File: src/rtl/core/raster_to_bgra32_converter_defines.svh
// assertion macros shared by the converter rtl
`ifndef RASTER_TO_BGRA32_CONVERTER_DEFINES_SVH
`define RASTER_TO_BGRA32_CONVERTER_DEFINES_SVH

// same-cycle implication, disabled in reset
`define RTB_ASSERT_IMPLIES(lbl, ck, rs, ante, cons, msg) \
  lbl: assert property (@(posedge ck) disable iff (rs) (ante) |-> (cons)) else $error(msg);

// next-cycle implication, disabled in reset
`define RTB_ASSERT_NEXT(lbl, ck, rs, ante, cons, msg) \
  lbl: assert property (@(posedge ck) disable iff (rs) (ante) |=> (cons)) else $error(msg);

`endif

File: src/rtl/core/rtb_pkg.sv
// shared types and constants for the raster to bgra32 converter
`timescale 1ns / 1ps
package rtb_pkg;

  localparam int PALETTE_DEPTH_DEF = 256;
  localparam int QUEUE_DEPTH       = 4;

  localparam logic [7:0] ALPHA_OPAQUE = 8'd255;
  localparam logic [3:0] NIBBLE_MASK  = 4'hF;
  localparam int         NIBBLE_SHIFT = 4;

  // source formats
  localparam logic [2:0] FMT_BGRA32 = 3'd0;
  localparam logic [2:0] FMT_RGBA32 = 3'd1;
  localparam logic [2:0] FMT_BGR32  = 3'd2;
  localparam logic [2:0] FMT_RGB32  = 3'd3;
  localparam logic [2:0] FMT_PAL4   = 3'd4;
  localparam logic [2:0] FMT_PAL8   = 3'd5;
  localparam logic [2:0] FMT_BGR24  = 3'd6;
  localparam logic [2:0] FMT_RGB24  = 3'd7;

  // input transaction kinds
  localparam logic ACT_PAL_WRITE = 1'b0;
  localparam logic ACT_RASTER    = 1'b1;

  // register indexes
  localparam logic REG_SOURCE_FORMAT = 1'b0;

  // operations passed from front to back
  localparam logic [1:0] OP_WRITE = 2'd0;
  localparam logic [1:0] OP_PIXEL = 2'd1;
  localparam logic [1:0] OP_PAL8  = 2'd2;
  localparam logic [1:0] OP_PAL4  = 2'd3;

  typedef struct packed {
    logic [1:0]  kind;
    logic [7:0]  index;
    logic [31:0] data;
    logic        last;
  } rtb_op_t;

  // palette word r,g,b,a -> b,g,r,a
  function automatic logic [31:0] pal_to_bgra(input logic [31:0] w);
    pal_to_bgra = {w[31:24], w[7:0], w[15:8], w[23:16]};
  endfunction

endpackage

File: src/rtl/core/rtb_queue.sv
// short operation queue between front and back
`timescale 1ns / 1ps
module rtb_queue (
  input  logic             clk,
  input  logic             rst,
  input  logic             push,
  input  rtb_pkg::rtb_op_t push_op,
  output logic             full,
  input  logic             pop,
  output logic             head_valid,
  output rtb_pkg::rtb_op_t head_op
);
  import rtb_pkg::*;
  `include "raster_to_bgra32_converter_defines.svh"

  localparam int PtrW = $clog2(QUEUE_DEPTH);
  localparam int CntW = $clog2(QUEUE_DEPTH + 1);

  rtb_op_t         entries [QUEUE_DEPTH];
  logic [PtrW-1:0] wr_ptr;
  logic [PtrW-1:0] rd_ptr;
  logic [CntW-1:0] count;
  logic            do_push;
  logic            do_pop;

  assign full       = (count == CntW'(QUEUE_DEPTH));
  assign head_valid = (count != '0);
  assign head_op    = entries[rd_ptr];
  assign do_push    = push && !full;
  assign do_pop     = pop && head_valid;

  always_ff @(posedge clk) begin
    if (do_push) begin
      entries[wr_ptr] <= push_op;
    end
  end

  always_ff @(posedge clk) begin
    if (rst) begin
      wr_ptr <= '0;
      rd_ptr <= '0;
      count  <= '0;
    end else begin
      if (do_push) begin
        wr_ptr <= wr_ptr + PtrW'(1);
      end
      if (do_pop) begin
        rd_ptr <= rd_ptr + PtrW'(1);
      end
      count <= count + CntW'(do_push) - CntW'(do_pop);
    end
  end

  `RTB_ASSERT_IMPLIES(a_push_not_full, clk, rst, push, !full, "push into full queue")
  `RTB_ASSERT_IMPLIES(a_pop_not_empty, clk, rst, pop, head_valid, "pop from empty queue")
  `RTB_ASSERT_IMPLIES(a_count_bound, clk, rst, 1'b1, count <= CntW'(QUEUE_DEPTH), "queue count overflow")

endmodule

File: config.mk
export PLATFORM = sky130hd
export DESIGN_NAME = rtb_queue
export DESIGN_NICKNAME = d
export VERILOG_FILES = /design/src/rtl/core/rtb_pkg.sv /design/src/rtl/core/rtb_queue.sv
export VERILOG_INCLUDE_DIRS = /design/src /design/src/rtl/core
export SDC_FILE = /design/constraint.sdc
export NUM_CORES = 1
export LEC_CHECK = 0
export ABC_AREA = 1
export BUFFER_PORTS_ARGS = -buffer_cell sky130_fd_sc_hd__buf_2
export CAP_MARGIN = 0
export CORE_MARGIN = 5
export CORE_UTILIZATION = 50
export CTS_BUF_LIST = sky130_fd_sc_hd__clkbuf_4 sky130_fd_sc_hd__clkbuf_8
export DETAILED_ROUTE_END_ITERATION = 10
export GPL_ROUTABILITY_DRIVEN = 0
export GPL_TIMING_DRIVEN = 0
export PLACE_DENSITY = 0.72
export REMOVE_ABC_BUFFERS = 1
export SETUP_SLACK_MARGIN = 0.4
export SLEW_MARGIN = 20
export SYNTH_ARGS = -nofsm -noshare
export SYNTH_HDL_FRONTEND = slang
export SYNTH_SLANG_ARGS = --single-unit
export TNS_END_PERCENT = 1
File: constraint.sdc
create_clock -name clk -period 2.7 [get_ports clk]
set_input_delay 0.405 -clock clk [delete_from_list [all_inputs] [get_ports clk]]
set_output_delay 0.405 -clock clk [all_outputs]
set_load 0.03 [all_outputs]
==> results.yml <==
die:
  pin_count: 92
  dieHeight_um: 127
  core_area_sq_mm: 0.0133
  dieArea_sq_mm: 0.0161
  die_w_um: 127
  row_count: 42
  initial_core_util_pct: 51.2
timing:
  period_needed_ps: 2230
  slew_headroom_pct: 48.7
  rsz0062_at_grt: "true"
  hold_viol_final: 0
  period_share_pct: 82.6
  fmax_mhz: 448
  setup_violations: 0
  fin_worst_skew_ps: 10.2
  tightest_slew_ps: 768
  slew_violations: 0
clocking:
  path_clk_slew_ps: 90
  cts_max_path_buffers: 2
  cts_buffers: 17
  cts_tree: "done"
  htreeDepth: 4
  root_buffer: "clkbuf_8"
  cts.sinks: 181
  clock_latency_ps: 450
detailed_routing:
  firstDrtPassIters: 4
  avgRoutedWirePerCell_um: 18.5
  wirelength_um: 14200
  drt_iter0_drc: 277
  via_per_inst: 5.47
  drc: 0
  detail-route-antenna-nets: 0
  via_count: 4214
setup_path:
  worstSetupPathType: "flop to output port"
  endpoint_kind: "output port"
  cpMaxStageDelayCell: "dfxtp_4"
  crit_fanout: 43
  worstPathCellList: "buf_16 -> inv_8 -> nor2_1 -> o22ai_1 -> buf_2"
  critical_path.max_stage_delay_ps: 370
  path_buf_inv: 3
  start_kind: "flop"
  crit_required_ps: 2300
  arrival_ps: 1830
  path_delay_family: "buffers and inverters"
finish:
  final_common_cell: "edfxtp_1"
  layout-drive-gt1-share_pct: 24.3
  fin_nets: 634
  postLayoutCoreUtil_pct: 61.5
  final_cell_mix: "edfxtp_1 (172), nor2_1 (95), buf_2 (90)"
  fillers: 1029
  final_cells: 771
  stdcell_area_sq_mm: 0.00821
  synthToLayoutAreaGrowth_pct: 20.1
logic_synthesis:
  seq_area_frac_synth_pct: 78.2
  syn_area_per_cell_sq_um: 14.2
  yosysWarnings: 0
  ys_ff_latch: 181
  yosysUniqueCellTypes: 18
  synthCells: 481
  synth_area_sq_mm: 0.00684
placed_design:
  place_inst: 731
  dpl-instance-area_sq_mm: 0.00761
  port_buffers: 91
  dp_hpwl_um: 7770
power_and_ir_drop:
  power_leakage_nw: 2.93
  power_mw: 8.00
  ir_drop_v: 0.000543
  powerDensity_mw_per_mm2: 975
worst_hold_path:
  hold_class: "primary input to flop"
global_route:
  grtUsageTotal_pct: 17.2
  grt_max_degree: 87
  grt_pass1_vias: 4048
  grt_pass1_wl_um: 20900
  grt.overflow.total: 0
  grt_antenna_before_repair: 0
run_status:
  outcome: "finished clean"
flow_run:
  cap_violations: 0
-- area by class of cell --
| type | count | area, sq um | area share, % |
|---|---|---|---|
| Timing Repair inverter | 1 | 11.3 | 0.137 |
| Tap cell | 176 | 220 | 2.68 |
| Clock inverter | 13 | 210 | 2.56 |
| Antenna cell | 2 | 5.00 | 0.0610 |
| Timing Repair Buffer | 105 | 746 | 9.09 |
| Clock buffer | 19 | 249 | 3.03 |
| Sequential cell | 181 | 5350 | 65.2 |
| Inverter | 17 | 106 | 1.30 |
| Multi-Input combinational cell | 257 | 1310 | 15.9 |
-- logic make-up (layout without fill, tap and decap cells) --
logic type / count (synthesis) / count (layout) / share of synthesized area [%]
DFF: 181 / 181 / 78.2
AOI/OAI and AO/OA: 136 / 136 / 10.8
and+or+nand+nor: 114 / 114 / 6.32
buffers and inverters: 43 / 155 / 3.28
adders and majority gates: 7 / 7 / 1.39
other: 0 / 2 / 0
-- path summary, 6_finish.rpt --
check,from,to,slack [ps],cells past startpoint
worst min register to register,rd_ptr[0],rd_ptr[0],500,2
worst max-delay path,flop,head_op[2],470,5
worst min-delay path,rst,count[1],130,2
worst max register to register,count[1],count[2],560,10
-- flip-flops by register name, indices dropped and copies added (netlist names), named ones only --
name,count
wr_ptr,2
count,3
rd_ptr,2
entries,172
-- routing by layer --
layer | up-vias | GRT usage [%] | routed length (um)
li1 | 1982 | - | -
met1 | 2084 | 21.2 | 5870
met2 | 133 | 28.9 | 6990
met3 | 15 | 5.25 | 1210
met4 | 0 | 6.25 | 185
met5 | - | 0 | 0
-- where the power goes --
group          internal, mW  total, mW  switching, mW
logic                 0.706       2.43           1.72
registers              3.42       3.51         0.0966
clock network          1.20       2.06          0.860
total                  5.32       8.00           2.68
-- metrics by stage --
step                      setup slack, ps  TNS (ps)  hold WS (ps)
after floorplan                      -600    -74500           448
after global placement              -2300   -407390           464
after detailed placement              228         0           485
after CTS                             300         0          97.1
after global routing                  373         0          86.6
final                                 469         0           128
-- Yosys cell counts --
cell type,instances,area share (%)
a21boi_0,2,0.22
a21oi_1,4,0.29
buf_2,5,0.37
buf_4,5,0.55
buf_6,5,0.82
clkbuf_1,11,0.60
dfxtp_1,9,2.6
edfxtp_1,172,76
fa_1,1,0.29
ha_1,6,1.1
inv_1,15,0.82
inv_2,2,0.11
nand2_1,12,0.66
nand3_1,3,0.22
nor2_1,99,5.4
o21ai_0,80,5.9
o21ai_1,7,0.51
o22ai_1,43,3.9
-- repair_timing --
item / 4_1_cts / 5_1_grt
buffers inserted: 2 / 2
endpoints found under the setup margin: 52 / 47
hold buffers: 0 / 0
gates cloned: 0 / 2
resized for setup: 9 / 8
No activity file was read; power rests on OpenSTA's default activity.
