## src/rtl/core/raster_to_bgra32_converter_defines.svh

```systemverilog
// assertion macros shared by the converter rtl
`ifndef RASTER_TO_BGRA32_CONVERTER_DEFINES_SVH
`define RASTER_TO_BGRA32_CONVERTER_DEFINES_SVH

// same-cycle implication, disabled in reset
`define RTB_ASSERT_IMPLIES(lbl, ck, rs, ante, cons, msg) \
  lbl: assert property (@(posedge ck) disable iff (rs) (ante) |-> (cons)) else $error(msg);

// next-cycle implication, disabled in reset
`define RTB_ASSERT_NEXT(lbl, ck, rs, ante, cons, msg) \
  lbl: assert property (@(posedge ck) disable iff (rs) (ante) |=> (cons)) else $error(msg);

`endif

```

## src/rtl/core/rtb_pkg.sv

```systemverilog
// shared types and constants for the raster to bgra32 converter
`timescale 1ns / 1ps
package rtb_pkg;

  localparam int PALETTE_DEPTH_DEF = 256;
  localparam int QUEUE_DEPTH       = 4;

  localparam logic [7:0] ALPHA_OPAQUE = 8'd255;
  localparam logic [3:0] NIBBLE_MASK  = 4'hF;
  localparam int         NIBBLE_SHIFT = 4;

  // source formats
  localparam logic [2:0] FMT_BGRA32 = 3'd0;
  localparam logic [2:0] FMT_RGBA32 = 3'd1;
  localparam logic [2:0] FMT_BGR32  = 3'd2;
  localparam logic [2:0] FMT_RGB32  = 3'd3;
  localparam logic [2:0] FMT_PAL4   = 3'd4;
  localparam logic [2:0] FMT_PAL8   = 3'd5;
  localparam logic [2:0] FMT_BGR24  = 3'd6;
  localparam logic [2:0] FMT_RGB24  = 3'd7;

  // input transaction kinds
  localparam logic ACT_PAL_WRITE = 1'b0;
  localparam logic ACT_RASTER    = 1'b1;

  // register indexes
  localparam logic REG_SOURCE_FORMAT = 1'b0;

  // operations passed from front to back
  localparam logic [1:0] OP_WRITE = 2'd0;
  localparam logic [1:0] OP_PIXEL = 2'd1;
  localparam logic [1:0] OP_PAL8  = 2'd2;
  localparam logic [1:0] OP_PAL4  = 2'd3;

  typedef struct packed {
    logic [1:0]  kind;
    logic [7:0]  index;
    logic [31:0] data;
    logic        last;
  } rtb_op_t;

  // palette word r,g,b,a -> b,g,r,a
  function automatic logic [31:0] pal_to_bgra(input logic [31:0] w);
    pal_to_bgra = {w[31:24], w[7:0], w[15:8], w[23:16]};
  endfunction

endpackage

```

## src/rtl/core/rtb_front.sv

```systemverilog
// front end: takes input transactions, gathers bytes and issues operations
`timescale 1ns / 1ps
module rtb_front (
  input  logic            clk,
  input  logic            rst,
  input  logic            in_valid,
  input  logic            in_ready,
  input  logic            action,
  input  logic [7:0]      palette_index,
  input  logic [31:0]     palette_entry,
  input  logic [7:0]      raster_byte,
  input  logic            last_byte,
  input  logic [2:0]      source_format,
  input  logic            format_write,
  output logic            push,
  output rtb_pkg::rtb_op_t push_op
);
  import rtb_pkg::*;

  logic [23:0] byte_gather;
  logic [23:0] byte_gather_next;
  logic [1:0]  byte_position;
  logic [1:0]  byte_position_next;
  logic        accept;
  logic        is_24;
  logic        complete;
  logic        swap_rb;
  logic [7:0]  b0;
  logic [7:0]  b1;
  logic [7:0]  b2;
  logic [7:0]  alpha;
  logic [23:0] shifted;

  assign accept  = in_valid && in_ready;
  assign is_24   = (source_format == FMT_BGR24) || (source_format == FMT_RGB24);
  // the incoming byte closes the pixel
  assign complete = is_24 ? (byte_position == 2'd2) : (byte_position == 2'd3);
  assign swap_rb = (source_format == FMT_RGBA32) || (source_format == FMT_RGB32) ||
                   (source_format == FMT_RGB24);
  assign shifted = {16'd0, raster_byte} << {byte_position, 3'b000};

  always_comb begin
    b0    = byte_gather[7:0];
    b1    = byte_gather[15:8];
    b2    = is_24 ? raster_byte : byte_gather[23:16];
    alpha = is_24 ? ALPHA_OPAQUE : raster_byte;
  end

  always_comb begin
    push               = 1'b0;
    push_op.kind       = OP_WRITE;
    push_op.index      = palette_index;
    push_op.data       = palette_entry;
    push_op.last       = last_byte;
    byte_gather_next   = byte_gather;
    byte_position_next = byte_position;
    if (accept) begin
      if (action == ACT_PAL_WRITE) begin
        push = 1'b1;
      end else begin
        case (source_format)
          FMT_PAL4: begin
            push          = 1'b1;
            push_op.kind  = OP_PAL4;
            push_op.index = raster_byte;
            if (last_byte) begin
              byte_gather_next   = '0;
              byte_position_next = '0;
            end
          end
          FMT_PAL8: begin
            push          = 1'b1;
            push_op.kind  = OP_PAL8;
            push_op.index = raster_byte;
            if (last_byte) begin
              byte_gather_next   = '0;
              byte_position_next = '0;
            end
          end
          default: begin
            if (complete) begin
              push               = 1'b1;
              push_op.kind       = OP_PIXEL;
              push_op.data       = swap_rb ? {alpha, b0, b1, b2} : {alpha, b2, b1, b0};
              byte_gather_next   = '0;
              byte_position_next = '0;
            end else if (last_byte) begin
              // partial pixel at end of image is dropped
              byte_gather_next   = '0;
              byte_position_next = '0;
            end else begin
              byte_gather_next   = byte_gather | shifted;
              byte_position_next = byte_position + 2'd1;
            end
          end
        endcase
      end
    end
  end

  always_ff @(posedge clk) begin
    if (rst || format_write) begin
      byte_gather   <= '0;
      byte_position <= '0;
    end else begin
      byte_gather   <= byte_gather_next;
      byte_position <= byte_position_next;
    end
  end

endmodule

```

## config.mk

```make
export PLATFORM = sky130hd
export DESIGN_NAME = rtb_front
export DESIGN_NICKNAME = d
export VERILOG_FILES = /design/src/rtl/core/raster_to_bgra32_converter_defines.svh /design/src/rtl/core/rtb_pkg.sv /design/src/rtl/core/rtb_front.sv
export SDC_FILE = /design/constraint.sdc
export NUM_CORES = 1
export LEC_CHECK = 0
export ABC_AREA = 1
export BUFFER_PORTS_ARGS = -buffer_cell sky130_fd_sc_hd__clkbuf_2
export CAP_MARGIN = 10
export CORE_MARGIN = 3
export CORE_UTILIZATION = 50
export CTS_CLUSTER_DIAMETER = 200
export DETAILED_ROUTE_END_ITERATION = 10
export GPL_TIMING_DRIVEN = 0
export MAX_ROUTING_LAYER = met4
export PLACE_DENSITY = 0.93
export SLEW_MARGIN = 5
export SYNTH_ARGS = -nofsm -noshare
export SYNTH_HDL_FRONTEND = slang
export SYNTH_SLANG_ARGS = --single-unit
```

## constraint.sdc

```tcl
create_clock -name clk -period 3.44 [get_ports clk]
set_input_delay 0.516 -clock clk [delete_from_list [all_inputs] [get_ports clk]]
set_output_delay 0.516 -clock clk [all_outputs]
set_load 0.1 [all_outputs]
```

==> summary.md <==
| Metric | Value |
|---|---|
| Htree depth | 1 |
| Fill cell count | 384 |
| Wire per inst | 12.7 um |
| CTS tree | yes |
| Syn_nets | 443 |
| Static Leakage | 1.41 nW |
| Main combinational cell family by area after synthesis | simple AND/OR/NAND/NOR gates |
| Clock Path Buffers | 2 |
| Class of the worst hold path | flop to flop |
| Hold path cells | 2 |
| First-pass GRT wire length | 11100 um |
| Unrepaired setup endpoints after global routing | false |
| WHS Endpoint | byte_gather[15] |
| Total routed wirelength | 6840 um |
| PD cells | 313 nW/um^2 |
| Number of diodes | 0 |
| Layout area overhead | 29.6% |
| CP Capture Type | primary output |
| Initial antenna violation count | 0 |
| Final #Nets | 549 |
| Setup slack, reg-to-reg | 2.04 ns |
| Top-count cell post-synth | nand2_1 |
| Post-Synthesis Cells | 385 |
| Final hold vios | 0 |
| Vias in the first global route | 2437 |
| Register area | 520 um^2 |
| Sink Count | 26 |
| Number of DRC markers in iteration 0 | 257 |
| Pre-antenna DRT Iters | 5 |
| Sequential share of the synthesized area | 25.4% |
| Share of layout cells above drive strength 1 | 26.6% |
| Area leader, netlist | nand2_1 |
| Floorplan core area | 3800 um^2 |
| Fin. max-slew vios | 0 |
| Final core occ | 70.0% |
| Status | finished, final reports clean |
| GPL Wtd Cong | 0.962 |
| Main flop type after synthesis | dfxtp_1 |
| Multi-input logic area | 1310 um^2 |
| Vias per cell | 5.28 |
| Period minus WS final | 2.69 ns |
| HP Start | byte_gather[15] |
| Worst Path Max Fanout | 10 |
| Final HPWL DP | 5330 um |
| Drt drc | 0 |
| Top cells by area, synth | nand2_1, dfxtp_1, o21ai_0 |
| # IOs | 102 |
| CP Class | input pin to primary output |
| Fin Clk Skew | 0.00132 ns |
| #FFs+latches synth | 26 |
| Async set-reset flop share out of synthesis | 0% |
| Post-route ant nets | 0 |
| Synth cell types | 19 |
| Post-Synth XOR/XNOR Area | 0% |
| Synth top area share | 32.2% |
| Clock latency on the worst-skew pair | 0.27 ns |
| Worst setup SP type | input pin |
| Arr. time, crit path | 2.17 ns |
| Fin crit share | 78.1% |
| Mux cell area share after synthesis | 0% |
| Worst vdd ir | 0.237 mV |
| Hold slack | 0.471 ns |
| Initial cell density of the core | 54.0% |
| Worst Tran Pin Value | 0.564 ns |
| Adder-Cell Fraction of Synth Area | 0% |
| Row Count | 22 |
| Critical R2R Launch | byte_position[0] |
| Overall Global Routing Usage | 27.5% |
| Max-slew headroom | 62.6% |
| YS warnings | 0 |
| Post-Synth Simple-Gate Area | 46.6% |
| CTS resizes | 0 |
| Largest net degree at the start of global routing | 14 |
| Max-cap violations | 0 |
| Port bufs | 101 |
| Die extent in x | 70.1 um |
| Number of synthesized flops with an enable pin | 0 |
| Worst R2R End | byte_gather[19] |
| Post-Syn Area | 2050 um^2 |
| Vias post-DR | 2837 |
| Die extent in y | 70.1 um |
| Compound-Gate Fraction of Synth Area | 17.4% |
| CP required | 2.92 ns |
| Endpoints failing setup | 0 |
| R2r worst-path depth | 7 |
| Synth Area per Inst | 5.33 um^2 |
| Fmax | 0.372 GHz |
| Clock-pin slew on the worst setup and hold paths | 0.09 ns |
| Cts hold-fix bufs | 0 |
| Die area | 4910 um^2 |
| Congestion Overflow GR | 0 |
| Post-CTS Setup Bufs | 0 |
| Inserted Clock Buffers | 3 |
| Synth cell count leaders | nand2_1, nor2_1, o21ai_0 |
| CTS root buf | clkbuf_8 |
## worst max-delay path by stage
stage / from / to / slack, ns / cells past startpoint
after floorplan: in_valid / push_op[33] / -0.25 / 5
after global placement: in_valid / push_op[36] / 0.84 / 7
after detailed placement: in_valid / push_op[36] / 0.80 / 7
after CTS: in_valid / push_op[36] / 0.80 / 7
after global routing: in_valid / push_op[34] / 0.61 / 7
final: in_valid / push_op[36] / 0.75 / 7
## critical path, cell delays in order
cell and delay, ns:
clkbuf_2 0.09, nand2_1 0.09, nor2_4 0.19, nand2_2 0.20, clkbuf_1 0.32, o21ai_0 0.26
clkbuf_2 0.49
## sequential cells by signal (all words and copies together), names as in the netlist
signal	count
byte_position	2
byte_gather	24
## where the power goes
part           switching, mW  internal (mW)  total (mW)
Combinational          0.287         0.0679       0.355
Clock                 0.0964         0.0786       0.175
Sequential          0.000648          0.301       0.302
## final cells by class
type / instances / share of cell area, %
tap: 48 / 2.26
inverter: 29 / 4.09
buffer: 20 / 4.14
timing repair buffer: 101 / 19.0
sequential: 26 / 19.6
clock buffer: 3 / 1.55
multi-input combinational: 310 / 49.4
## per-stage QoR
step,cell area (um^2),TNS (ns),std cells,setup slack [ns],power (mW)
after global placement,2620,0,534,0.842,0.658
after floorplan,2050,-2.22,385,-0.246,0.582
after detailed placement,2620,0,534,0.802,0.662
after CTS,2660,0,537,0.798,0.828
final,2660,0,537,0.753,0.832
after global routing,2660,0,537,0.615,0.862
## cell families after synthesis
kind of cell	Yosys count
AND/OR/NAND/NOR	239
flip-flops	26
AO/OA/AOI/OAI	71
buffers and inverters	49
## per-layer routing
metal  global-route usage, %  vias to the layer above  wire [um]
met5                       -                        -          0
met4                    6.60                        0         78
met3                    4.75                       13        778
met2                    45.1                      174       3230
met1                    35.2                     1238       2760
li1                        -                     1412          -
## cells in the final DEF (no fill, tap or decap), drive strengths merged
master  synthesis  routed
nand2         179     179
clkbuf          5     109
o21ai          47      47
nor2           46      46
inv            29      29
dfxtp          26      26
a21oi          23      23
buf            15      15
nand3           8       8
nand4           3       3
nor3            3       3
a31oi           1       1
(Power assumes the default switching activity.)
